`src/rtl/svoe_pkg.sv`:
```
// Package for the synthesizer voice: widths, register codes, the rate and sustain tables,
// the sequencer and envelope stage types and the shared multiplier request.
// No dependencies.
package svoe_pkg;

   localparam int unsigned SAMPLE_RATE_DEF = 44100;

   localparam int SCALE_W  = 24;
   localparam int FREQ_W   = 16;
   localparam int PHASE_W  = 24;
   localparam int ENV_W    = 17;
   localparam int LFSR_W   = 23;
   localparam int WAVE_W   = 12;
   localparam int LEVEL_W  = 8;
   localparam int SAMPLE_W = 16;
   localparam int MOVE_W   = 19;
   localparam int COEF_W   = 34;
   localparam int MUL_A_W  = 17;
   localparam int MUL_B_W  = 34;
   localparam int PROD_W   = MUL_A_W + MUL_B_W;
   localparam int NUM_REGS = 7;

   localparam logic [SCALE_W-1:0] PHASE_SCALE_RST = 24'd1464145;
   localparam logic [LFSR_W-1:0]  LFSR_SEED       = 23'h7FFFF8;
   localparam logic [ENV_W-1:0]   ENV_FULL        = 17'd65536;
   localparam logic [ENV_W-1:0]   DECAY_SNAP      = 17'd66;
   localparam logic [ENV_W-1:0]   RELEASE_SNAP    = 17'd33;
   localparam logic [WAVE_W-1:0]  WAVE_MID        = 12'd2048;
   localparam logic [WAVE_W-1:0]  WAVE_MAX        = 12'd4095;
   localparam logic [35:0]        TRI_FULL        = 36'hFFF000000;
   localparam logic [LEVEL_W-1:0] LEVEL_MAX       = 8'd255;

   localparam logic OP_WRITE = 1'b0;
   localparam logic OP_TICK  = 1'b1;

   localparam logic [2:0] REG_FREQ_LO = 3'd0;
   localparam logic [2:0] REG_FREQ_HI = 3'd1;
   localparam logic [2:0] REG_PW_LO   = 3'd2;
   localparam logic [2:0] REG_PW_HI   = 3'd3;
   localparam logic [2:0] REG_CTRL    = 3'd4;
   localparam logic [2:0] REG_AD      = 3'd5;
   localparam logic [2:0] REG_SR      = 3'd6;

   localparam int CTRL_GATE  = 0;
   localparam int CTRL_TEST  = 3;
   localparam int CTRL_TRI   = 4;
   localparam int CTRL_SAW   = 5;
   localparam int CTRL_PULSE = 6;
   localparam int CTRL_NOISE = 7;

   // Envelope times in milliseconds, one per rate nibble.
   localparam logic [13:0] RATE_MS [16] = '{
      14'd2,   14'd8,   14'd16,   14'd24,   14'd38,   14'd56,   14'd68,   14'd80,
      14'd100, 14'd250, 14'd500,  14'd800,  14'd1000, 14'd3000, 14'd5000, 14'd8000};

   // Sustain nibble times full scale over fifteen, rounded down.
   localparam logic [ENV_W-1:0] SUSTAIN_TAB [16] = '{
      17'd0,     17'd4369,  17'd8738,  17'd13107, 17'd17476, 17'd21845, 17'd26214, 17'd30583,
      17'd34952, 17'd39321, 17'd43690, 17'd48059, 17'd52428, 17'd56797, 17'd61166, 17'd65536};

   typedef enum logic [2:0] {
      ST_IDLE,
      ST_ENV,
      ST_ENV_UPD,
      ST_OSC,
      ST_RAMP,
      ST_WAVE,
      ST_VS,
      ST_OUT
   } state_type;

   typedef enum logic [1:0] {
      ENV_IDLE    = 2'd0,
      ENV_ATTACK  = 2'd1,
      ENV_DECAY   = 2'd2,
      ENV_RELEASE = 2'd3
   } env_stage_type;

   typedef struct packed {
      logic               en;
      logic [MUL_A_W-1:0] a;
      logic [MUL_B_W-1:0] b;
   } mul_req_type;

   // Eight taps of the noise register, placed in the top byte of a 12-bit level.
   function automatic logic [WAVE_W-1:0] lfsr_tap_level(input logic [LFSR_W-1:0] l);
      return {l[22], l[20], l[16], l[13], l[11], l[7], l[4], l[2], 4'b0000};
   endfunction

endpackage

```
`src/rtl/svoe_mul.sv`:
```
// Shared multiplier of the voice: one registered unsigned product per enabled cycle.
// Depends on svoe_pkg for the operand widths and the request struct.
module svoe_mul import svoe_pkg::*; (
   input  logic              clock,
   input  mul_req_type       mul_req,
   output logic [PROD_W-1:0] prod_ff
);

   logic [PROD_W-1:0] prod_in;

   assign prod_in = mul_req.a * mul_req.b;

   always_ff @(posedge clock) begin
      if (mul_req.en) begin
         prod_ff <= prod_in;
      end
   end

endmodule

```
`src/rtl/synth_voice_oscillator_envelope_unit.sv`:
```
// One synthesizer voice: register writes, ADSR envelope and phase-accumulator oscillator.
// A register write is taken while the voice is idle; a tick walks seven sequencer
// steps through the one shared multiplier and its result is registered in the last step.
// No tick is taken before the last one is done; a stalled result holds the last step.
// Synchronous reset clears voice registers, envelope, oscillator and handshake; it sets
// the phase scale and noise register to default and seed. Depends on svoe_pkg, svoe_mul.
module synth_voice_oscillator_envelope_unit import svoe_pkg::*; #(
   parameter int unsigned SAMPLE_RATE = SAMPLE_RATE_DEF
) (
   input  logic                       clock,
   input  logic                       reset,
   input  logic                       req_valid,
   output logic                       req_ready,
   input  logic                       req_op,
   input  logic [2:0]                 req_reg_index,
   input  logic [7:0]                 req_reg_data,
   output logic                       rsp_valid,
   input  logic                       rsp_ready,
   output logic [WAVE_W-1:0]          rsp_wave_level,
   output logic [LEVEL_W-1:0]         rsp_env_level,
   output logic [LEVEL_W-1:0]         rsp_osc_readback,
   output logic signed [SAMPLE_W-1:0] rsp_voice_sample,
   input  logic                       csr_valid,
   output logic                       csr_ready,
   input  logic [SCALE_W-1:0]         csr_phase_scale
);

   // Per-sample attack steps and Q32 decay and release coefficients, fixed at elaboration.
   logic [ENV_W-1:0]  atk_tab  [16];
   logic [COEF_W-1:0] coef_tab [16];

   for (genvar gi = 0; gi < 16; gi++) begin : g_rate
      localparam logic [63:0] NA   = 64'(RATE_MS[gi]) * 64'(SAMPLE_RATE);
      localparam logic [63:0] ND   = 64'd3 * NA;
      localparam logic [63:0] QA   = 64'd65536000 / ((NA == 64'd0) ? 64'd1 : NA);
      localparam logic [63:0] STEP = (NA <= 64'd1000) ? 64'd65536 :
                                     ((QA == 64'd0) ? 64'd1 : QA);
      localparam logic [63:0] COEF = (ND <= 64'd1000) ? (64'd2 << 32) :
                                     ((64'd1000 << 33) / ND);
      assign atk_tab[gi]  = ENV_W'(STEP);
      assign coef_tab[gi] = COEF_W'(COEF);
   end

   state_type           state_ff, state_in;
   env_stage_type       env_stage_ff, env_stage_in;
   logic                gate_prev_ff, gate_prev_in;
   logic [ENV_W-1:0]    env_ff, env_in;
   logic [PHASE_W-1:0]  osc_ff, osc_in;
   logic [PHASE_W-1:0]  noise_phase_ff, noise_phase_in;
   logic [LFSR_W-1:0]   lfsr_ff, lfsr_in;
   logic [WAVE_W-1:0]   hold_ff, hold_in;
   logic [WAVE_W-1:0]   wave_ff, wave_in;
   logic [SCALE_W-1:0]  scale_ff;
   logic [7:0]          voice_ff [NUM_REGS];
   logic                voice_we;

   logic                    rsp_valid_ff, rsp_valid_in;
   logic [WAVE_W-1:0]       rsp_wave_ff, rsp_wave_in;
   logic [LEVEL_W-1:0]      rsp_env_ff, rsp_env_in;
   logic [LEVEL_W-1:0]      rsp_osc_ff, rsp_osc_in;
   logic [SAMPLE_W-1:0]     rsp_sample_ff, rsp_sample_in;

   mul_req_type        mul_req;
   logic [PROD_W-1:0]  prod_ff;

   svoe_mul u_mul (
      .clock   (clock),
      .mul_req (mul_req),
      .prod_ff (prod_ff)
   );

   logic [7:0]         ctrl, ad, sr;
   logic [ENV_W-1:0]   sus;
   logic               env_ge_sus;
   logic [ENV_W-1:0]   env_dist;

   assign ctrl       = voice_ff[REG_CTRL];
   assign ad         = voice_ff[REG_AD];
   assign sr         = voice_ff[REG_SR];
   assign sus        = SUSTAIN_TAB[sr[7:4]];
   assign env_ge_sus = (env_ff >= sus);
   assign env_dist   = env_ge_sus ? (env_ff - sus) : (sus - env_ff);

   assign req_ready = (state_ff == ST_IDLE);
   assign csr_ready = 1'b1;
   assign voice_we  = req_valid && req_ready && (req_op == OP_WRITE) &&
                      (req_reg_index <= REG_SR);

   always_comb begin
      logic                gate;
      env_stage_type       stage_eff;
      logic [ENV_W-1:0]    move_d;
      logic [MOVE_W-1:0]   move;
      logic [ENV_W:0]      atk_sum;
      logic [MOVE_W:0]     e2;
      logic [MOVE_W:0]     d2;
      logic [PHASE_W-1:0]  inc;
      logic [PHASE_W:0]    nsum;
      logic [LFSR_W-1:0]   lfsr_next;
      logic [35:0]         ramp;
      logic [35:0]         tri_x;
      logic [WAVE_W-1:0]   acc;
      logic                any;
      logic [WAVE_W-1:0]   mag;
      logic signed [29:0]  sprod;
      logic [24:0]         lvl;

      state_in       = state_ff;
      env_stage_in   = env_stage_ff;
      gate_prev_in   = gate_prev_ff;
      env_in         = env_ff;
      osc_in         = osc_ff;
      noise_phase_in = noise_phase_ff;
      lfsr_in        = lfsr_ff;
      hold_in        = hold_ff;
      wave_in        = wave_ff;
      rsp_valid_in   = rsp_valid_ff && !rsp_ready;
      rsp_wave_in    = rsp_wave_ff;
      rsp_env_in     = rsp_env_ff;
      rsp_osc_in     = rsp_osc_ff;
      rsp_sample_in  = rsp_sample_ff;
      mul_req        = '0;

      gate      = ctrl[CTRL_GATE];
      stage_eff = env_stage_ff;
      if (gate && !gate_prev_ff) begin
         stage_eff = ENV_ATTACK;
      end else if (!gate && gate_prev_ff) begin
         stage_eff = ENV_RELEASE;
      end

      move_d = (env_stage_ff == ENV_DECAY) ? env_dist : env_ff;
      move   = prod_ff[32 +: MOVE_W];
      if (move == '0 && move_d != '0) begin
         move = MOVE_W'(1);
      end

      atk_sum   = {1'b0, env_ff} + {1'b0, atk_tab[ad[7:4]]};
      e2        = '0;
      d2        = '0;
      inc       = prod_ff[16 +: PHASE_W];
      nsum      = {1'b0, noise_phase_ff} + {1'b0, inc};
      lfsr_next = {lfsr_ff[LFSR_W-2:0], lfsr_ff[22] ^ lfsr_ff[17]};
      ramp      = prod_ff[35:0];
      tri_x     = osc_ff[PHASE_W-1] ? (TRI_FULL - ramp) : ramp;
      acc       = WAVE_MAX;
      any       = 1'b0;
      mag       = (wave_ff >= WAVE_MID) ? (wave_ff - WAVE_MID) : (WAVE_MID - wave_ff);
      sprod     = (wave_ff < WAVE_MID) ? -$signed({1'b0, prod_ff[28:0]})
                                       : $signed({1'b0, prod_ff[28:0]});
      lvl       = {env_ff, 8'b0} - {8'b0, env_ff};

      case (state_ff)
         ST_IDLE: begin
            if (req_valid && req_op == OP_TICK) begin
               state_in = ST_ENV;
            end
         end
         ST_ENV: begin
            env_stage_in = stage_eff;
            gate_prev_in = gate;
            mul_req.en   = 1'b1;
            if (stage_eff == ENV_DECAY) begin
               mul_req.a = env_dist;
               mul_req.b = coef_tab[ad[3:0]];
            end else if (stage_eff == ENV_RELEASE) begin
               mul_req.a = env_ff;
               mul_req.b = coef_tab[sr[3:0]];
            end
            state_in = ST_ENV_UPD;
         end
         ST_ENV_UPD: begin
            case (env_stage_ff)
               ENV_ATTACK: begin
                  if (atk_sum >= {1'b0, ENV_FULL}) begin
                     env_in       = ENV_FULL;
                     env_stage_in = ENV_DECAY;
                  end else begin
                     env_in = atk_sum[ENV_W-1:0];
                  end
               end
               ENV_DECAY: begin
                  if (env_ge_sus) begin
                     e2 = (move > MOVE_W'(env_ff)) ? '0 : ((MOVE_W+1)'(env_ff) - (MOVE_W+1)'(move));
                  end else begin
                     e2 = (MOVE_W+1)'(env_ff) + (MOVE_W+1)'(move);
                  end
                  if (e2 > (MOVE_W+1)'(ENV_FULL)) begin
                     e2 = (MOVE_W+1)'(ENV_FULL);
                  end
                  d2 = (e2 >= (MOVE_W+1)'(sus)) ? (e2 - (MOVE_W+1)'(sus))
                                                : ((MOVE_W+1)'(sus) - e2);
                  env_in = (d2 < (MOVE_W+1)'(DECAY_SNAP)) ? sus : e2[ENV_W-1:0];
               end
               ENV_RELEASE: begin
                  e2 = (move > MOVE_W'(env_ff)) ? '0 : ((MOVE_W+1)'(env_ff) - (MOVE_W+1)'(move));
                  if (e2 < (MOVE_W+1)'(RELEASE_SNAP)) begin
                     env_in       = '0;
                     env_stage_in = ENV_IDLE;
                  end else begin
                     env_in = e2[ENV_W-1:0];
                  end
               end
               default: begin
                  env_in = '0;
               end
            endcase
            mul_req.en = 1'b1;
            mul_req.a  = MUL_A_W'({voice_ff[REG_FREQ_HI], voice_ff[REG_FREQ_LO]});
            mul_req.b  = MUL_B_W'(scale_ff);
            state_in   = ST_OSC;
         end
         ST_OSC: begin
            if (ctrl[CTRL_TEST]) begin
               osc_in = '0;
            end else begin
               osc_in = osc_ff + inc;
               if (ctrl[CTRL_NOISE]) begin
                  // The phase increment is below one full turn, so at most one wrap.
                  noise_phase_in = nsum[PHASE_W-1:0];
                  if (nsum[PHASE_W]) begin
                     lfsr_in = lfsr_next;
                     hold_in = lfsr_tap_level(lfsr_next);
                  end
               end
            end
            state_in = ST_RAMP;
         end
         ST_RAMP: begin
            mul_req.en = 1'b1;
            mul_req.a  = MUL_A_W'(WAVE_MAX);
            mul_req.b  = MUL_B_W'(osc_ff);
            state_in   = ST_WAVE;
         end
         ST_WAVE: begin
            if (ctrl[CTRL_TRI]) begin
               acc = acc & tri_x[34:23];
               any = 1'b1;
            end
            if (ctrl[CTRL_SAW]) begin
               acc = acc & ramp[35:24];
               any = 1'b1;
            end
            if (ctrl[CTRL_PULSE]) begin
               if (osc_ff >= {voice_ff[REG_PW_HI][3:0], voice_ff[REG_PW_LO], 12'h000}) begin
                  acc = '0;
               end
               any = 1'b1;
            end
            if (ctrl[CTRL_NOISE]) begin
               acc = acc & hold_ff;
               any = 1'b1;
            end
            wave_in  = (ctrl[CTRL_TEST] || !any) ? WAVE_MID : acc;
            state_in = ST_VS;
         end
         ST_VS: begin
            mul_req.en = 1'b1;
            mul_req.a  = MUL_A_W'(mag);
            mul_req.b  = MUL_B_W'(env_ff);
            state_in   = ST_OUT;
         end
         ST_OUT: begin
            if (!rsp_valid_ff || rsp_ready) begin
               rsp_valid_in  = 1'b1;
               rsp_wave_in   = wave_ff;
               rsp_osc_in    = wave_ff[WAVE_W-1:4];
               rsp_env_in    = (lvl[24:16] > 9'(LEVEL_MAX)) ? LEVEL_MAX : lvl[23:16];
               rsp_sample_in = SAMPLE_W'(sprod >>> 12);
               state_in      = ST_IDLE;
            end
         end
         default: begin
            state_in = ST_IDLE;
         end
      endcase
   end

   always_ff @(posedge clock) begin
      if (reset) begin
         state_ff       <= ST_IDLE;
         env_stage_ff   <= ENV_IDLE;
         gate_prev_ff   <= 1'b0;
         env_ff         <= '0;
         osc_ff         <= '0;
         noise_phase_ff <= '0;
         lfsr_ff        <= LFSR_SEED;
         hold_ff        <= '0;
         scale_ff       <= PHASE_SCALE_RST;
         rsp_valid_ff   <= 1'b0;
         for (int i = 0; i < NUM_REGS; i++) begin
            voice_ff[i] <= '0;
         end
      end else begin
         state_ff       <= state_in;
         env_stage_ff   <= env_stage_in;
         gate_prev_ff   <= gate_prev_in;
         env_ff         <= env_in;
         osc_ff         <= osc_in;
         noise_phase_ff <= noise_phase_in;
         lfsr_ff        <= lfsr_in;
         hold_ff        <= hold_in;
         rsp_valid_ff   <= rsp_valid_in;
         if (csr_valid) begin
            scale_ff <= csr_phase_scale;
         end
         if (voice_we) begin
            voice_ff[req_reg_index] <= req_reg_data;
         end
      end
   end

   always_ff @(posedge clock) begin
      wave_ff       <= wave_in;
      rsp_wave_ff   <= rsp_wave_in;
      rsp_env_ff    <= rsp_env_in;
      rsp_osc_ff    <= rsp_osc_in;
      rsp_sample_ff <= rsp_sample_in;
   end

   assign rsp_valid        = rsp_valid_ff;
   assign rsp_wave_level   = rsp_wave_ff;
   assign rsp_env_level    = rsp_env_ff;
   assign rsp_osc_readback = rsp_osc_ff;
   assign rsp_voice_sample = $signed(rsp_sample_ff);

endmodule

```
`config.mk`:
```
export PLATFORM = sky130hd
export DESIGN_NAME = synth_voice_oscillator_envelope_unit
export DESIGN_NICKNAME = d
export VERILOG_FILES = /design/src/rtl/svoe_pkg.sv /design/src/rtl/svoe_mul.sv /design/src/rtl/synth_voice_oscillator_envelope_unit.sv
export SDC_FILE = /design/constraint.sdc
export NUM_CORES = 2
export LEC_CHECK = 0
export BUFFER_PORTS_ARGS = -buffer_cell sky130_fd_sc_hd__buf_2
export CORE_MARGIN = 8
export CORE_UTILIZATION = 45
export CTS_CLUSTER_DIAMETER = 80
export DETAILED_ROUTE_END_ITERATION = 10
export HOLD_SLACK_MARGIN = 0.06
export PLACE_DENSITY_LB_ADDON = 0.3
export SYNTH_ARGS = -nofsm -noshare
export SYNTH_HDL_FRONTEND = slang
export SYNTH_SLANG_ARGS = --single-unit
```
`constraint.sdc`:
```
create_clock -name clock -period 17.8 [get_ports clock]
set_input_delay 2.67 -clock clock [delete_from_list [all_inputs] [get_ports clock]]
set_output_delay 2.67 -clock clock [all_outputs]
set_load 0.03 [all_outputs]
```
==> results.toml <==
[synth]
postSynthAreaPerCell_um2 = 8.356
ys_types = 97
synth-edff-count = 135
top_ff_cell_synth = "edfxtp_1"
synth-xor-area-share = 0.03613
yosysWarningCount = 0
adder_and_majority_gate_portion_of_the_synthesized_area = 0.3067
synthesis.nets = 4966
yosys-mux-area-fraction = 0.01075
yosysSeqAreaShare = 0.1891
syn_inst = 4264
synthSimpleGateAreaFrac = 0.1852
synth_area_mm2 = 0.03563
ys_seq_elements = 269
asyncSetResetFlopFracSynth = 0
synth-compound-area-share = 0.1875
combinational_family_with_the_most_area_after_synthesis = "adder cells"

[drt]
detail_route.drc_violations = 0
drt_pre_antenna_iters = 7
vias = 31694
detail_route.vias_per_cell = 5.991
wire_per_inst_um = 21.84
number_of_drc_violations_after_detailed_routing_iteration_0 = 3187
wirelength_um = 115500
number_of_nets_with_antenna_violations_after_routing = 0

[pwr]
p_per_area_mw_per_mm2 = 86.05
ir_worst_vdd_uv = 77.02
p_leak_uw = 0.01725

[worst_setup_path]
timing.critical_path.to_type = "flip-flop"
timing_worst_setup_path_type = "reg2reg"
critPathLaunch = "voice_ff[6][6]"
worst_path_max_delay_cell = "a211oi_1"
cp.buffers_inverters = 2
crit_required_ns = 18.26
timing.rr.start = "voice_ff[6][6]"
cp_data_arrival_time_ns = 13.80
crit_end = "env_ff[13]"
worst-path-max-fanout = 37
timing.rr.end = "env_ff[13]"
worst_setup_path_start_kind = "flip-flop"
timing.critical_path.max_delay_family = "compound AO/OA/AOI/OAI gates"
ff2ff_path_depth = 39
critical_path_cell_count = 39
largest_stage_delay_on_the_critical_path_ns = 0.73
regToRegSetupSlack_ns = 4.46

[die]
io-pin-count = 88
dieArea_mm2 = 0.08844
die_x_um = 297.4
coreArea_mm2 = 0.07874
std_cell_rows = 103
height_of_the_chip_um = 297.4
initial_utilization = 0.4525

[place]
post-dp-hpwl_um = 86960
place.port_buffers = 86
gp_routability_congestion = 0.9888
place.detailed.instances = 5228

[final_layout]
fillers = 7639
area_delta_synth_final_pct = 7.012
layout.area.seq_mm2 = 0.006738
final_cells = 5290
final_nets = 4916
diodes = 0
multi_input_logic_area_mm2 = 0.02599
layout-drive-gt1-share = 0.06887

[global_route]
gr_met2_demand_resource = 0.3802
gr-total-overflow = 0
gr-usage-all-layers = 0.2527
first_global_vias = 30285
grt_start_max_net_pins = 86
globalRoute.busiestLayer = "met2"
grt.met3_usage = 0.06030
globalRouteMet1Util = 0.3559
grt_first_pass_wirelength_um = 178400
antenna_found_initial = 1

[run]
max-cap-violations = 0

[cts]
cts_repair_resize_count = 0
cts_sinks = 269
ctsHtreeMaxLevel = 2
clock_insertion_delay_worst_skew_ns = 0.56
ctsHoldBuffers = 0
clk_root_buffer_cell = "clkbuf_16"
cts_tree = "built"
post_cts_setup_buffer_count = 0
clockBufferDepth = 3
total_clock_buffers_created_by_cts = 34
path_clk_slew_ns = 0.06

[status]
status = "completed"

[timing]
rsz0062_at_grt = "false"
final_min_period_over_clock_period = 0.7494
fmax_mhz = 74.97
setup-tns-final_ns = 0
tightestPinTransition_ns = 1.198
report.final.setup_viol = 0
finalClockSkew_ns = 0.01629
min_period_ns = 13.34
finalMaxSlewViolations = 0
hold_viol = 0
slew_headroom = 0.1993

[hold_path]
worstHoldStart = "lfsr_ff[8]"
worst_hold_check_path_type = "reg2reg"
[area by class of cell]
class / count / share of cell area
well taps: 1050 / 0.03445
inverters: 528 / 0.05198
multi-input cells: 3225 / 0.6816
flip-flops and latches: 269 / 0.1767
clock inverters: 21 / 0.005185
repair buffers: 156 / 0.02514
clock buffers: 41 / 0.02491
[synthesized netlist by cell type (all sizes together), types with 43 or more instances]
cell,instances,area (um2)
edfxtp,135,4054
inv,526,1974
dfxtp,134,2683
fa,354,7087
clkbuf,180,679.4
a211oi,48,365.3
nor2b,103,644.4
a21oi,263,1328
o21ai,166,834.6
and3,44,275.3
nand3,61,305.3
and2,57,356.6
nor2,306,1151
xnor2,95,832.1
nor3,63,320.3
ha,307,3841
nand2b,43,269.0
xor2,52,455.4
nand2,541,2036
buf,62,352.8
a21o,71,533.0
[through the flow]
step           setup WS [ns]  utilization  total power [uW]  instance area (um2)  hold WS [ns]
2_1_floorplan          7.444            -              1991                35630        0.4244
3_5_place_dp           4.885       0.4697              2540                36980        0.4405
5_1_grt                3.526       0.4842              3456                38130        0.4753
6_report               4.461       0.4842              3281                38130        0.4515
4_1_cts                4.806       0.4842              3248                38130        0.4551
3_3_place_gp           4.975       0.4697              2543                36980        0.4350
[how the worst min path moves through the flow]
stage | to | cells after the start
after CTS | lfsr_ff[14] | 1
after global routing | noise_phase_ff[22] | 2
after global placement | lfsr_ff[8] | 1
final | lfsr_ff[8] | 1
after detailed placement | lfsr_ff[14] | 1
after floorplan | rsp_wave_level[11] | 0
[placed cells by master (no fill, tap or decap), types with 42 or more instances in the layout]
cell	count
nor2_1	303
and2_1	57
nand2b_1	43
fa_1	354
inv_1	525
and3_1	44
a21oi_1	253
nor2b_1	102
a31oi_1	42
xnor2_1	95
buf_2	85
nand3_1	61
a211oi_1	47
edfxtp_1	135
nor3_1	61
ha_1	306
nand2_1	538
a21o_1	71
o21ai_0	158
buf_4	71
xor2_1	52
dfxtp_1	133
[registers in the layout, summed over array words and instances, names as in the netlist, 2 cells and up]
register	flops
osc_ff	24
wave_ff	12
u_mul.prod_ff	45
rsp_env_level	8
state_ff	3
voice_ff	50
lfsr_ff	23
hold_ff	7
rsp_voice_sample	16
rsp_wave_level	12
env_stage_ff	2
noise_phase_ff	24
scale_ff	24
env_ff	17
[kinds of logic after synthesis]
kind of cell,after synthesis
xor gates and xnor gates,147
AOI/OAI and AO/OA,987
other,1
and+or+nand+nor,1391
adders and majority gates,661
muxes,38
buffers and inverters,770
DFF,269
[where the power goes]
| group | switching (uW) | internal [uW] |
|---|---|---|
| Combinational | 1140 | 558 |
| Sequential | 128 | 758 |
| Clock | 296 | 402 |
[routing by layer]
| metal | part of all wire | vias to the layer above |
|---|---|---|
| met5 | 0 | - |
| met4 | 0.037 | 0 |
| met3 | 0.11 | 249 |
| met2 | 0.42 | 1650 |
| li1 | - | 14498 |
| met1 | 0.43 | 15297 |
Power figures use the tool's default switching activity.
